==> src/hw/rtl/pstl_pkg.sv <==
// Shared types and constants of the sorted priority task list.
`default_nettype none
package pstl_pkg;

   localparam int REQ_W    = 2;
   localparam int ID_W     = 8;
   localparam int PRIO_W   = 8;
   localparam int STATUS_W = 2;
   localparam int POS_W    = 4;
   localparam int CNT_W    = 5;

   typedef enum logic [REQ_W-1:0] {
      OP_INSERT = 2'd0,
      OP_REMOVE = 2'd1,
      OP_SEARCH = 2'd2
   } op_type;

   typedef enum logic [STATUS_W-1:0] {
      ST_OK        = 2'd0,
      ST_NOT_FOUND = 2'd1,
      ST_FULL      = 2'd2
   } status_type;

   // Command broadcast to every cell of the row.
   typedef struct packed {
      logic ins_mode;  // request is an insert
      logic ins_en;    // insert that really shifts (list not full)
      logic rem_en;    // remove: cells behind the first hit pull forward
   } cmd_type;

   // Control handed from a cell to its right-hand neighbour.
   typedef struct packed {
      logic gt;    // this entry outranks the new priority
      logic seen;  // a matching id sits at or left of this cell
   } link_type;

endpackage
`default_nettype wire

==> src/hw/rtl/pstl_req_if.sv <==
// Request channel: valid/ready handshake with the request payload.
`default_nettype none
interface pstl_req_if;
   import pstl_pkg::*;

   logic              valid;
   logic              ready;
   logic [REQ_W-1:0]  req_type;
   logic [ID_W-1:0]   task_id;
   logic [PRIO_W-1:0] priority_req;

   modport source (output valid, output req_type, output task_id, output priority_req,
                   input ready);
   modport sink   (input valid, input req_type, input task_id, input priority_req,
                   output ready);
endinterface
`default_nettype wire

==> src/hw/rtl/pstl_rsp_if.sv <==
// Response channel: valid/ready handshake with the result payload.
`default_nettype none
interface pstl_rsp_if;
   import pstl_pkg::*;

   logic                valid;
   logic                ready;
   logic [STATUS_W-1:0] status;
   logic [POS_W-1:0]    position;
   logic                head_valid;
   logic [ID_W-1:0]     head_task;
   logic [PRIO_W-1:0]   head_prio;
   logic [CNT_W-1:0]    entry_count;

   modport source (output valid, output status, output position, output head_valid,
                   output head_task, output head_prio, output entry_count,
                   input ready);
   modport sink   (input valid, input status, input position, input head_valid,
                   input head_task, input head_prio, input entry_count,
                   output ready);
endinterface
`default_nettype wire

==> src/hw/rtl/priority_sorted_task_list.sv <==
// Top level of the sorted priority task list: row of cells, fill count and response register.
`default_nettype none
// Keeps up to MAX_TASKS (task id, priority) entries sorted by descending priority in a row
// of cells; a new entry goes before older ones of equal priority. Every request (insert,
// remove, search) is handled in a single pass: all cells compare against the request in
// parallel and shift by at most one place, and the result appears in the response register
// on the next cycle. A new request beat is taken each cycle while the response register is
// empty or being drained, so throughput is one request per cycle.
// Only the low TASK_ID_BITS bits of task_id (at most 8) are stored and compared. There is
// no clearing pass after reset; slots beyond the fill count are never read.
module priority_sorted_task_list_core #(
   parameter int MAX_TASKS    = 16,
   parameter int TASK_ID_BITS = 8
) (
   input  logic            clock,
   input  logic            reset,
   pstl_req_if.sink        req_ch,
   pstl_rsp_if.source      rsp_ch
);
   import pstl_pkg::*;

   localparam int KeepW = (TASK_ID_BITS < ID_W) ? TASK_ID_BITS : ID_W;
   localparam int CntW  = $clog2(MAX_TASKS + 1);
   localparam int IdxW  = $clog2(MAX_TASKS);

   logic [CntW-1:0]   count_ff, count_in;
   logic              accept;
   logic              full;
   logic              is_insert, is_remove, is_search;
   cmd_type           cmd;
   logic [KeepW-1:0]  new_tid;

   link_type          link [MAX_TASKS+1];
   logic [KeepW-1:0]  tid_q   [MAX_TASKS+2];
   logic [PRIO_W-1:0] prio_q  [MAX_TASKS+2];
   logic [KeepW-1:0]  tid_nx  [MAX_TASKS];
   logic [PRIO_W-1:0] prio_nx [MAX_TASKS];
   logic [MAX_TASKS-1:0] mark;

   logic [IdxW-1:0]   hit_idx;
   logic              found;
   status_type        status;

   logic                rsp_valid_ff;
   logic [STATUS_W-1:0] status_ff;
   logic [POS_W-1:0]    position_ff;
   logic                head_valid_ff;
   logic [ID_W-1:0]     head_task_ff;
   logic [PRIO_W-1:0]   head_prio_ff;
   logic [CNT_W-1:0]    entry_count_ff;

   assign req_ch.ready = !rsp_valid_ff || rsp_ch.ready;
   assign accept       = req_ch.valid && req_ch.ready;
   assign full         = (count_ff == CntW'(MAX_TASKS));
   assign new_tid      = req_ch.task_id[KeepW-1:0];

   always_comb begin
      is_insert = 1'b0;
      is_remove = 1'b0;
      is_search = 1'b0;
      case (req_ch.req_type)
         OP_INSERT: is_insert = 1'b1;
         OP_REMOVE: is_remove = 1'b1;
         OP_SEARCH: is_search = 1'b1;
         default:   ;
      endcase
   end

   assign cmd.ins_mode = is_insert;
   assign cmd.ins_en   = accept && is_insert && !full;
   assign cmd.rem_en   = accept && is_remove;

   // Ends of the row: cell 0 always sees an outranking left side, the last cell pulls zeros.
   assign link[0].gt         = 1'b1;
   assign link[0].seen       = 1'b0;
   assign tid_q[0]           = '0;
   assign prio_q[0]          = '0;
   assign tid_q[MAX_TASKS+1] = '0;
   assign prio_q[MAX_TASKS+1] = '0;

   for (genvar i = 0; i < MAX_TASKS; i++) begin : g_cell
      pstl_cell #(.IdW(KeepW)) u_cell (
         .clock      (clock),
         .cmd        (cmd),
         .slot_valid (CntW'(i) < count_ff),
         .new_tid    (new_tid),
         .new_prio   (req_ch.priority_req),
         .link_in    (link[i]),
         .left_tid   (tid_q[i]),
         .left_prio  (prio_q[i]),
         .right_tid  (tid_q[i+2]),
         .right_prio (prio_q[i+2]),
         .link_out   (link[i+1]),
         .tid_q      (tid_q[i+1]),
         .prio_q     (prio_q[i+1]),
         .tid_nx     (tid_nx[i]),
         .prio_nx    (prio_nx[i]),
         .mark       (mark[i])
      );
   end

   // At most one cell is marked, so the index is an OR of the marked positions.
   always_comb begin
      hit_idx = '0;
      for (int i = 0; i < MAX_TASKS; i++) begin
         if (mark[i]) begin
            hit_idx = hit_idx | IdxW'(i);
         end
      end
   end

   assign found = |mark;

   always_comb begin
      status   = ST_NOT_FOUND;
      count_in = count_ff;
      if (is_insert) begin
         if (full) begin
            status = ST_FULL;
         end else begin
            status   = ST_OK;
            count_in = count_ff + CntW'(1);
         end
      end else if (is_remove) begin
         if (found) begin
            status   = ST_OK;
            count_in = count_ff - CntW'(1);
         end
      end else if (is_search) begin
         if (found) begin
            status = ST_OK;
         end
      end
   end

   always_ff @(posedge clock) begin
      if (reset) begin
         count_ff     <= '0;
         rsp_valid_ff <= 1'b0;
      end else begin
         if (accept) begin
            count_ff     <= count_in;
            rsp_valid_ff <= 1'b1;
         end else if (rsp_ch.ready) begin
            rsp_valid_ff <= 1'b0;
         end
      end
   end

   always_ff @(posedge clock) begin
      if (accept) begin
         status_ff      <= status;
         position_ff    <= (status == ST_OK) ? POS_W'(hit_idx) : '0;
         head_valid_ff  <= (count_in != '0);
         head_task_ff   <= (count_in != '0) ? ID_W'(tid_nx[0]) : '0;
         head_prio_ff   <= (count_in != '0) ? prio_nx[0] : '0;
         entry_count_ff <= CNT_W'(count_in);
      end
   end

   assign rsp_ch.valid       = rsp_valid_ff;
   assign rsp_ch.status      = status_ff;
   assign rsp_ch.position    = position_ff;
   assign rsp_ch.head_valid  = head_valid_ff;
   assign rsp_ch.head_task   = head_task_ff;
   assign rsp_ch.head_prio   = head_prio_ff;
   assign rsp_ch.entry_count = entry_count_ff;

endmodule
`default_nettype wire

==> src/hw/rtl/pstl_cell.sv <==
// One slot of the sorted list: holds an entry, compares it and shifts with its neighbours.
`default_nettype none
module pstl_cell #(
   parameter int IdW = 8
) (
   input  logic                        clock,
   input  pstl_pkg::cmd_type           cmd,
   input  logic                        slot_valid,
   input  logic [IdW-1:0]              new_tid,
   input  logic [pstl_pkg::PRIO_W-1:0] new_prio,
   input  pstl_pkg::link_type          link_in,
   input  logic [IdW-1:0]              left_tid,
   input  logic [pstl_pkg::PRIO_W-1:0] left_prio,
   input  logic [IdW-1:0]              right_tid,
   input  logic [pstl_pkg::PRIO_W-1:0] right_prio,
   output pstl_pkg::link_type          link_out,
   output logic [IdW-1:0]              tid_q,
   output logic [pstl_pkg::PRIO_W-1:0] prio_q,
   output logic [IdW-1:0]              tid_nx,
   output logic [pstl_pkg::PRIO_W-1:0] prio_nx,
   output logic                        mark
);
   import pstl_pkg::*;

   logic [IdW-1:0]    tid_ff, tid_in;
   logic [PRIO_W-1:0] prio_ff, prio_in;
   logic              gt;
   logic              hit;

   assign gt  = slot_valid && (prio_ff > new_prio);
   assign hit = slot_valid && (tid_ff == new_tid);

   assign link_out.gt   = gt;
   assign link_out.seen = link_in.seen | hit;

   // Insert: the first cell not outranking the new entry takes it, those behind shift right.
   // Remove: the first hit and every cell behind it pull from the right-hand neighbour.
   always_comb begin
      tid_in  = tid_ff;
      prio_in = prio_ff;
      if (cmd.ins_en && !gt) begin
         if (link_in.gt) begin
            tid_in  = new_tid;
            prio_in = new_prio;
         end else begin
            tid_in  = left_tid;
            prio_in = left_prio;
         end
      end else if (cmd.rem_en && (link_in.seen || hit)) begin
         tid_in  = right_tid;
         prio_in = right_prio;
      end
   end

   assign mark = cmd.ins_mode ? (!gt && link_in.gt) : (hit && !link_in.seen);

   always_ff @(posedge clock) begin
      tid_ff  <= tid_in;
      prio_ff <= prio_in;
   end

   assign tid_q   = tid_ff;
   assign prio_q  = prio_ff;
   assign tid_nx  = tid_in;
   assign prio_nx = prio_in;

endmodule
`default_nettype wire

==> src/flat_wrapper.sv <==
// flat-port wrapper written by rule: the top's interface ports become plain ports
module priority_sorted_task_list_core_flat import pstl_pkg::*;
#(
   parameter int MAX_TASKS    = 16,
   parameter int TASK_ID_BITS = 8
)
  (clock, reset, req_ch_valid, req_ch_req_type, req_ch_task_id, req_ch_priority_req, req_ch_ready, rsp_ch_valid, rsp_ch_status, rsp_ch_position, rsp_ch_head_valid, rsp_ch_head_task, rsp_ch_head_prio, rsp_ch_entry_count, rsp_ch_ready);
  pstl_req_if req_ch_i ();
  pstl_rsp_if rsp_ch_i ();
  input  logic clock;
  input  logic reset;
  input wire logic [$bits(req_ch_i.valid)-1:0] req_ch_valid;
  input wire logic [$bits(req_ch_i.req_type)-1:0] req_ch_req_type;
  input wire logic [$bits(req_ch_i.task_id)-1:0] req_ch_task_id;
  input wire logic [$bits(req_ch_i.priority_req)-1:0] req_ch_priority_req;
  output wire logic [$bits(req_ch_i.ready)-1:0] req_ch_ready;
  output wire logic [$bits(rsp_ch_i.valid)-1:0] rsp_ch_valid;
  output wire logic [$bits(rsp_ch_i.status)-1:0] rsp_ch_status;
  output wire logic [$bits(rsp_ch_i.position)-1:0] rsp_ch_position;
  output wire logic [$bits(rsp_ch_i.head_valid)-1:0] rsp_ch_head_valid;
  output wire logic [$bits(rsp_ch_i.head_task)-1:0] rsp_ch_head_task;
  output wire logic [$bits(rsp_ch_i.head_prio)-1:0] rsp_ch_head_prio;
  output wire logic [$bits(rsp_ch_i.entry_count)-1:0] rsp_ch_entry_count;
  input wire logic [$bits(rsp_ch_i.ready)-1:0] rsp_ch_ready;
  assign req_ch_i.valid = req_ch_valid;
  assign req_ch_i.req_type = req_ch_req_type;
  assign req_ch_i.task_id = req_ch_task_id;
  assign req_ch_i.priority_req = req_ch_priority_req;
  assign req_ch_ready = req_ch_i.ready;
  assign rsp_ch_valid = rsp_ch_i.valid;
  assign rsp_ch_status = rsp_ch_i.status;
  assign rsp_ch_position = rsp_ch_i.position;
  assign rsp_ch_head_valid = rsp_ch_i.head_valid;
  assign rsp_ch_head_task = rsp_ch_i.head_task;
  assign rsp_ch_head_prio = rsp_ch_i.head_prio;
  assign rsp_ch_entry_count = rsp_ch_i.entry_count;
  assign rsp_ch_i.ready = rsp_ch_ready;
  priority_sorted_task_list_core #(.MAX_TASKS(MAX_TASKS), .TASK_ID_BITS(TASK_ID_BITS)) u_core (.clock(clock), .reset(reset), .req_ch(req_ch_i), .rsp_ch(rsp_ch_i));
endmodule
==> config.mk <==
export PLATFORM = sky130hd
export DESIGN_NAME = priority_sorted_task_list_core_flat
export DESIGN_NICKNAME = d
export VERILOG_FILES = /design/src/hw/rtl/pstl_pkg.sv /design/src/hw/rtl/pstl_req_if.sv /design/src/hw/rtl/pstl_rsp_if.sv /design/src/hw/rtl/priority_sorted_task_list.sv /design/src/hw/rtl/pstl_cell.sv /design/src/flat_wrapper.sv
export SDC_FILE = /design/constraint.sdc
export NUM_CORES = 1
export LEC_CHECK = 0
export ABC_AREA = 1
export BUFFER_PORTS_ARGS = -buffer_cell sky130_fd_sc_hd__buf_2
export CAP_MARGIN = 30
export CORE_UTILIZATION = 55
export DETAILED_ROUTE_END_ITERATION = 8
export MAX_ROUTING_LAYER = met4
export PLACE_DENSITY_LB_ADDON = 0.05
export SYNTH_ARGS = -nofsm -noshare
export SYNTH_HDL_FRONTEND = slang
export SYNTH_SLANG_ARGS = --single-unit
==> constraint.sdc <==
create_clock -name clock -period 3.69 [get_ports clock]
set_input_delay 0 -clock clock [delete_from_list [all_inputs] [get_ports clock]]
set_output_delay 0 -clock clock [all_outputs]
set_load 0.01 [all_outputs]
==> impl_metrics.toml, run 1 <==
[yosys]
ys_types = 55
ys_warn_count = 0
syn_inst = 2430
syn-cell-area_um2 = 19800
synth_area_per_cell_um2 = 8.15
ys_seq_area_share_pct = 42.9
synth_ff_type = "edfxtp_1"
synth-edff-count = 268
ys_ff_latch = 290
synth_fp_nets = 2584
async_flop_share_pct = 0

[global_routing]
grt-busiest-layer = "met2"
antenna_found_initial = 0
overflow = 0
grt_pass1_vias = 18000
grt_use_met3_pct = 6.85
grt_pass1_wl_mm = 104
global_route.usage.met1_pct = 48.0
grt_use_total_pct = 38.9
grt_max_degree = 41
met2_usage_pct = 60.7

[min_path]
hold_start = "req_ch_task_id[6]"
hold_depth = 3
min_path_type = "in -> reg"

[route]
via_per_inst = 6.22
vias = 19000
wl_mm = 69.8
wl_per_cell_um = 22.8
drc = 0
firstDrtPassIters = 7
postRouteAntennaNets = 0
drt_iter0_markers = 2127

[worst_setup_path]
cp.depth = 19
crit_slowest_cell = "edfxtp_1"
r2r-start = "u_core.g_cell[2].u_cell.prio_q[3]"
startpoint = "u_core.g_cell[2].u_cell.prio_q[3]"
worst-setup-path-type = "reg -> reg"
crit_path_end_kind = "flop"
cp.arrival_ps = 3890
crit_buf_inv = 2
startpoint_type = "flop"
reg2reg_depth = 19
cp_cell_sequence = "ha_1, nand2_1, o21ai_0, nand2_1, o211ai_1, nand2_1, buf_4, a311oi_2, nand2_1, nor3_4, nand3_4, nand2_2, nand2_2, nand3_2, nand2_4, nor2_4, nand3_4, nand2_2, inv_2"
cpPeakStageDelay_ps = 410
cp_top_family = "simple AND/OR/NAND/NOR gates"
worst-path-max-fanout = 10
crit_required_ps = 4000
path_common_cell = "nand2_1"

[layout]
synthToLayoutAreaGrowth_pct = 16.2
antennaDiodeCount = 0
nNetsFinal = 2725
final_cells = 3057
drive_above_1_share_pct = 15.8

[clock_tree]
cts_buffer_depth = 3
tritoncts = "built"
cts_root_buf = "clkbuf_16"
numCtsBuffers = 35
cts-htree-levels = 2
clkTransAtPathRegs_ps = 60
cts.sinks = 290
clock_latency_ps = 550

[timing]
relSlewSlack_pct = 29.5
fmax_ghz = 0.280
min_period_ps = 3570
rsz0062_at_grt = "yes"
final_hold_viol_count = 0
setup_viol = 0
final_max_slew_viol_count = 0
skew_ps = 17.7
worst_pin_slew_ps = 1050
period_share_pct = 96.9

[floorplanning]
design.core.area_um2 = 35500
start_util_pct = 55.8
num_rows = 69
pin_count = 52
fp.dieH_um = 192
die_area_um2 = 36800
die_x_um = 192

[placement]
dp_hpwl_mm = 51.0
gp_congestion = 0.972
numPortBuffers = 51
placed_cells = 2955

[power]
p_leak_nw = 9.93
peakVddDrop_v = 0.000534
power.density_nw_per_um2 = 433
power_mw = 9.95

[job]
maxCapViolations = 0

[run_status]
outcome = "finished, final reports clean"
-- layout make-up --
| type | count | area [um^2] |
|---|---|---|
| tap | 461 | 577 |
| multi-input combinational | 1756 | 10100 |
| fill | 3080 | 12500 |
| clock inverter | 11 | 131 |
| inverter | 252 | 956 |
| clock buffer | 51 | 1020 |
| timing repair buffer | 236 | 1760 |
| sequential | 290 | 8500 |
-- per-stage QoR --
| stage | util, % | hold WS [ps] | setup TNS, ps | worst slack (ps) | instance area [um^2] |
|---|---|---|---|---|---|
| finish | 64.8 | 21.8 | 0 | 115 | 23000 |
| detailed placement | 59.8 | 275 | -112 | -23.2 | 21200 |
| floorplan | - | 69.1 | 0 | 449 | 19800 |
| global placement | 59.8 | 275 | 0 | 60.7 | 21200 |
| global route | 64.8 | 34.1 | -1340 | -128 | 23000 |
| CTS | 63.2 | 2.65 | 0 | 80.3 | 22400 |
-- power breakdown --
group          internal, mW  switching, mW
sequential             3.90          0.178
combinational         0.760           1.53
clock                  2.13           1.45
-- worst min-delay path, stage by stage --
cell     delay [ps]
buf_2           190
nor2_1          120
o21ai_0          80
-- final timing paths --
kind | end | slack, ps
max | u_core.rsp_ch.head_prio[3] | 120
min | u_core.g_cell[2].u_cell.tid_q[6] | 20
max reg2reg | u_core.rsp_ch.head_prio[3] | 120
min reg2reg | u_core.g_cell[14].u_cell.prio_q[7] | 560
-- cells in the final DEF (no fill, tap or decap), types with 45 or more instances in the layout --
| cell | instances |
|---|---|
| o31ai_1 | 45 |
| buf_2 | 51 |
| ha_1 | 128 |
| nor2_1 | 232 |
| edfxtp_1 | 268 |
| buf_4 | 170 |
| inv_1 | 215 |
| a211oi_1 | 47 |
| a21oi_1 | 241 |
| nand2_1 | 432 |
| o21ai_0 | 300 |
-- metal layers --
layer | part of all wire (%) | vias up
li1 | - | 8757
met3 | 8.4 | 233
met4 | 5.7 | 0
met1 | 40 | 9056
met2 | 46 | 957
met5 | 0 | -
-- logic make-up (layout without fill, tap and decap cells) --
logic type,Yosys count,count (layout),synth area share (%)
and+or+nand+nor,855,858,18.6
AOI/OAI and AO/OA,715,715,20.1
buffers and inverters,387,550,7.83
DFF,290,290,42.9
adders and majority gates,132,132,8.34
xor gates and xnor gates,51,51,2.26
-- synth_stat cells (2+ instances only) --
cell | instances | share of area, %
nand2_1 | 446 | 8.5
buf_1 | 2 | 0.038
nor3_1 | 20 | 0.51
xnor2_1 | 11 | 0.49
inv_1 | 221 | 4.2
o211ai_1 | 37 | 1.4
a21oi_1 | 242 | 6.1
clkinv_1 | 9 | 0.17
xor2_1 | 40 | 1.8
nand4_2 | 2 | 0.13
o22ai_1 | 4 | 0.13
buf_4 | 13 | 0.49
nand2_2 | 18 | 0.57
nand4_1 | 41 | 1.3
clkbuf_1 | 103 | 2.0
inv_2 | 19 | 0.36
o21ai_1 | 4 | 0.10
o21ai_0 | 309 | 7.8
nor2_4 | 6 | 0.34
ha_1 | 132 | 8.3
buf_2 | 14 | 0.35
or2_2 | 4 | 0.13
nor2_2 | 8 | 0.25
a211oi_1 | 47 | 1.8
inv_4 | 3 | 0.095
edfxtp_1 | 268 | 41
dfxtp_1 | 22 | 2.2
o41ai_1 | 3 | 0.13
a31oi_1 | 8 | 0.25
a2111oi_0 | 2 | 0.089
nand3_4 | 3 | 0.27
nand3_2 | 2 | 0.10
buf_6 | 3 | 0.17
nor4_1 | 11 | 0.35
a221oi_1 | 3 | 0.13
o31ai_1 | 47 | 1.8
nor2_1 | 237 | 4.5
nand3_1 | 49 | 1.2
-- sequential cells by signal, indices dropped and copies added (netlist names) --
register                     cells
u_core.rsp_ch.valid              1
u_core.rsp_ch.head_valid         1
u_core.count_ff                  5
u_core.g_cell.u_cell.prio_q    128
u_core.g_cell.u_cell.tid_q     128
u_core.rsp_ch.head_task          8
u_core.rsp_ch.position           4
u_core.rsp_ch.status             2
u_core.rsp_ch.head_prio          8
u_core.rsp_ch.entry_count        5
-- timing repair --
item	in CTS	in global routing
hold buffers	6	0
pin swaps	0	46
buffers inserted	0	30
cloned	0	3
resized for setup	1	72
endpoints found under the hold margin	9	0
endpoints found under the setup margin	16	21
Note: power is estimated with default switching activity, not from simulation.
==> run 2: changes to the inputs <==
--- a/config.mk
+++ b/config.mk
@@ -8,10 +8,12 @@
 export ABC_AREA = 1
 export BUFFER_PORTS_ARGS = -buffer_cell sky130_fd_sc_hd__buf_2
 export CAP_MARGIN = 30
-export CORE_UTILIZATION = 55
+export CORE_MARGIN = 4
+export CORE_UTILIZATION = 61
 export DETAILED_ROUTE_END_ITERATION = 8
 export MAX_ROUTING_LAYER = met4
 export PLACE_DENSITY_LB_ADDON = 0.05
+export REMOVE_ABC_BUFFERS = 1
 export SYNTH_ARGS = -nofsm -noshare
 export SYNTH_HDL_FRONTEND = slang
 export SYNTH_SLANG_ARGS = --single-unit
==> impl_metrics.toml, run 2 (same netlist as run 1, synthesis figures left out) <==
[route]
drt_iter0_markers = 2549
postRouteAntennaNets = 0
via_per_inst = 6.40
firstDrtPassIters = 7
drc = 0
wl_mm = 70.2
wl_per_cell_um = 23.1
vias = 19400

[global_routing]
grt_pass1_vias = 18500
grt_pass1_wl_mm = 106
overflow = 0
antenna_found_initial = 0
grt_use_total_pct = 39.4
grt_max_degree = 41

[layout]
nNetsFinal = 2730
synthToLayoutAreaGrowth_pct = 15.7
final_cell_mix = "nand2_1, o21ai_0, edfxtp_1"
final_common_cell = "nand2_1"
antennaDiodeCount = 0
finalCoreUtilization_pct = 72.0
fillCellCount = 2588
drive_above_1_share_pct = 15.2

[clock_tree]
numCtsBuffers = 35
cts-htree-levels = 2
clock_latency_ps = 530
cts_root_buf = "clkbuf_16"
tritoncts = "built"
cts.sinks = 290
clkTransAtPathRegs_ps = 60
cts_buffer_depth = 3

[floorplanning]
die_area_um2 = 35400
start_util_pct = 62.2
design.core.area_um2 = 31800
num_rows = 65
pin_count = 52
die_x_um = 188
fp.dieH_um = 188

[power]
peakVddDrop_v = 0.000360
p_leak_nw = 9.92
power.density_nw_per_um2 = 424

[min_path]
min_path_type = "in -> reg"

[timing]
final_max_slew_viol_count = 0
fmax_ghz = 0.275
final_hold_viol_count = 0
period_share_pct = 98.7
setup_viol = 0
worst_pin_slew_ps = 781
skew_ps = 24.4
hold_ws_ps = 67.0
setup_ws_ps = 48.8
min_period_ps = 3640
relSlewSlack_pct = 47.8
rsz0062_at_grt = "yes"

[placement]
numPortBuffers = 51
dp_hpwl_mm = 50.0
pre_cts_ws_ps = -117
gp_congestion = 0.994

[worst_setup_path]
cpPeakStageDelay_ps = 360
cp_cell_sequence = "nor2_4, nand2_4, nor2_4, nor2_1, nand3_2, nand3_4, nor2_4, nand4_4, nor2_4, nand4_4, nor2b_4, nand4_4, nor2_4, nor2_4, nand3_4, buf_6, nand3_1, nand3_1, nand2_2, nor2_4, nand3_4, nand2_1, inv_1"
path_common_cell = "nor2_4"
worst-setup-path-type = "reg -> reg"
cp_top_family = "simple AND/OR/NAND/NOR gates"
crit_slowest_cell = "dfxtp_4"
crit_buf_inv = 2
worst-path-max-fanout = 8
crit_required_ps = 3970
crit_path_end_kind = "flop"
cp.arrival_ps = 3920
startpoint_type = "flop"

[run_status]
outcome = "finished, final reports clean"

[job]
maxCapViolations = 0
==> run 2: stage by stage <==
step                      setup TNS [ps]  total power [mW]  instance area [um^2]  instances
after floorplan                   -23660              5.34                 19200       2295
after CTS                              0              9.54                 22400       2997
final                                  0              9.70                 22900       3037
after detailed placement           -1630              6.24                 21200       2929
after global placement             -69.5              6.19                 21200       2928
after global routing                -832              10.1                 22900       3037
==> run 2: worst register-to-register path: cells and delay by family, from the launching register on <==
kind                   cells  cell delay, ps
and+or+nand+nor           21            2850
buffers and inverters      2             160
DFF                        1             360
==> run 2: cell type report <==
type | instances | area (um^2) | area share [%]
Multi-Input combinational cell | 1755 | 9980 | 43.6
Sequential cell | 290 | 8500 | 37.1
Timing Repair Buffer | 242 | 1860 | 8.10
Inverter | 252 | 953 | 4.16
Clock buffer | 44 | 952 | 4.16
Tap cell | 435 | 544 | 2.38
Clock inverter | 19 | 125 | 0.546
==> run 2: timing repair <==
item | in CTS | in global routing
hold endpoints to repair | 8 | 0
pin swaps | 0 | 48
hold buffers | 5 | 0
resized for setup | 2 | 59
cloned | 0 | 2
endpoints found under the setup margin | 17 | 23
buffers inserted | 0 | 38
==> run 2: final timing paths <==
check | start | to | slack [ps] | depth (start not counted)
setup reg to reg | u_core.count_ff[3] | u_core.rsp_ch.head_task[0] | 50 | 23
hold reg to reg | u_core.g_cell[15].u_cell.prio_q[5] | u_core.g_cell[14].u_cell.prio_q[5] | 580 | 2
setup / recovery | u_core.count_ff[3] | u_core.rsp_ch.head_task[0] | 50 | 23
hold / removal | req_ch_task_id[7] | u_core.g_cell[3].u_cell.tid_q[7] | 70 | 4
==> run 2: where the power goes <==
part	switching (mW)	internal [mW]
logic	1.50	0.771
clock network	1.44	1.90
registers	0.189	3.90
==> run 2: layer usage <==
layer  track usage, %  part of all wire, %  vias to the layer above
li1                 -                    -                     8769
met1             51.3                   38                     9050
met2             59.6                   44                     1297
met3             5.99                   11                      311
met4             21.1                  6.8                        0
met5                -                    0                        -
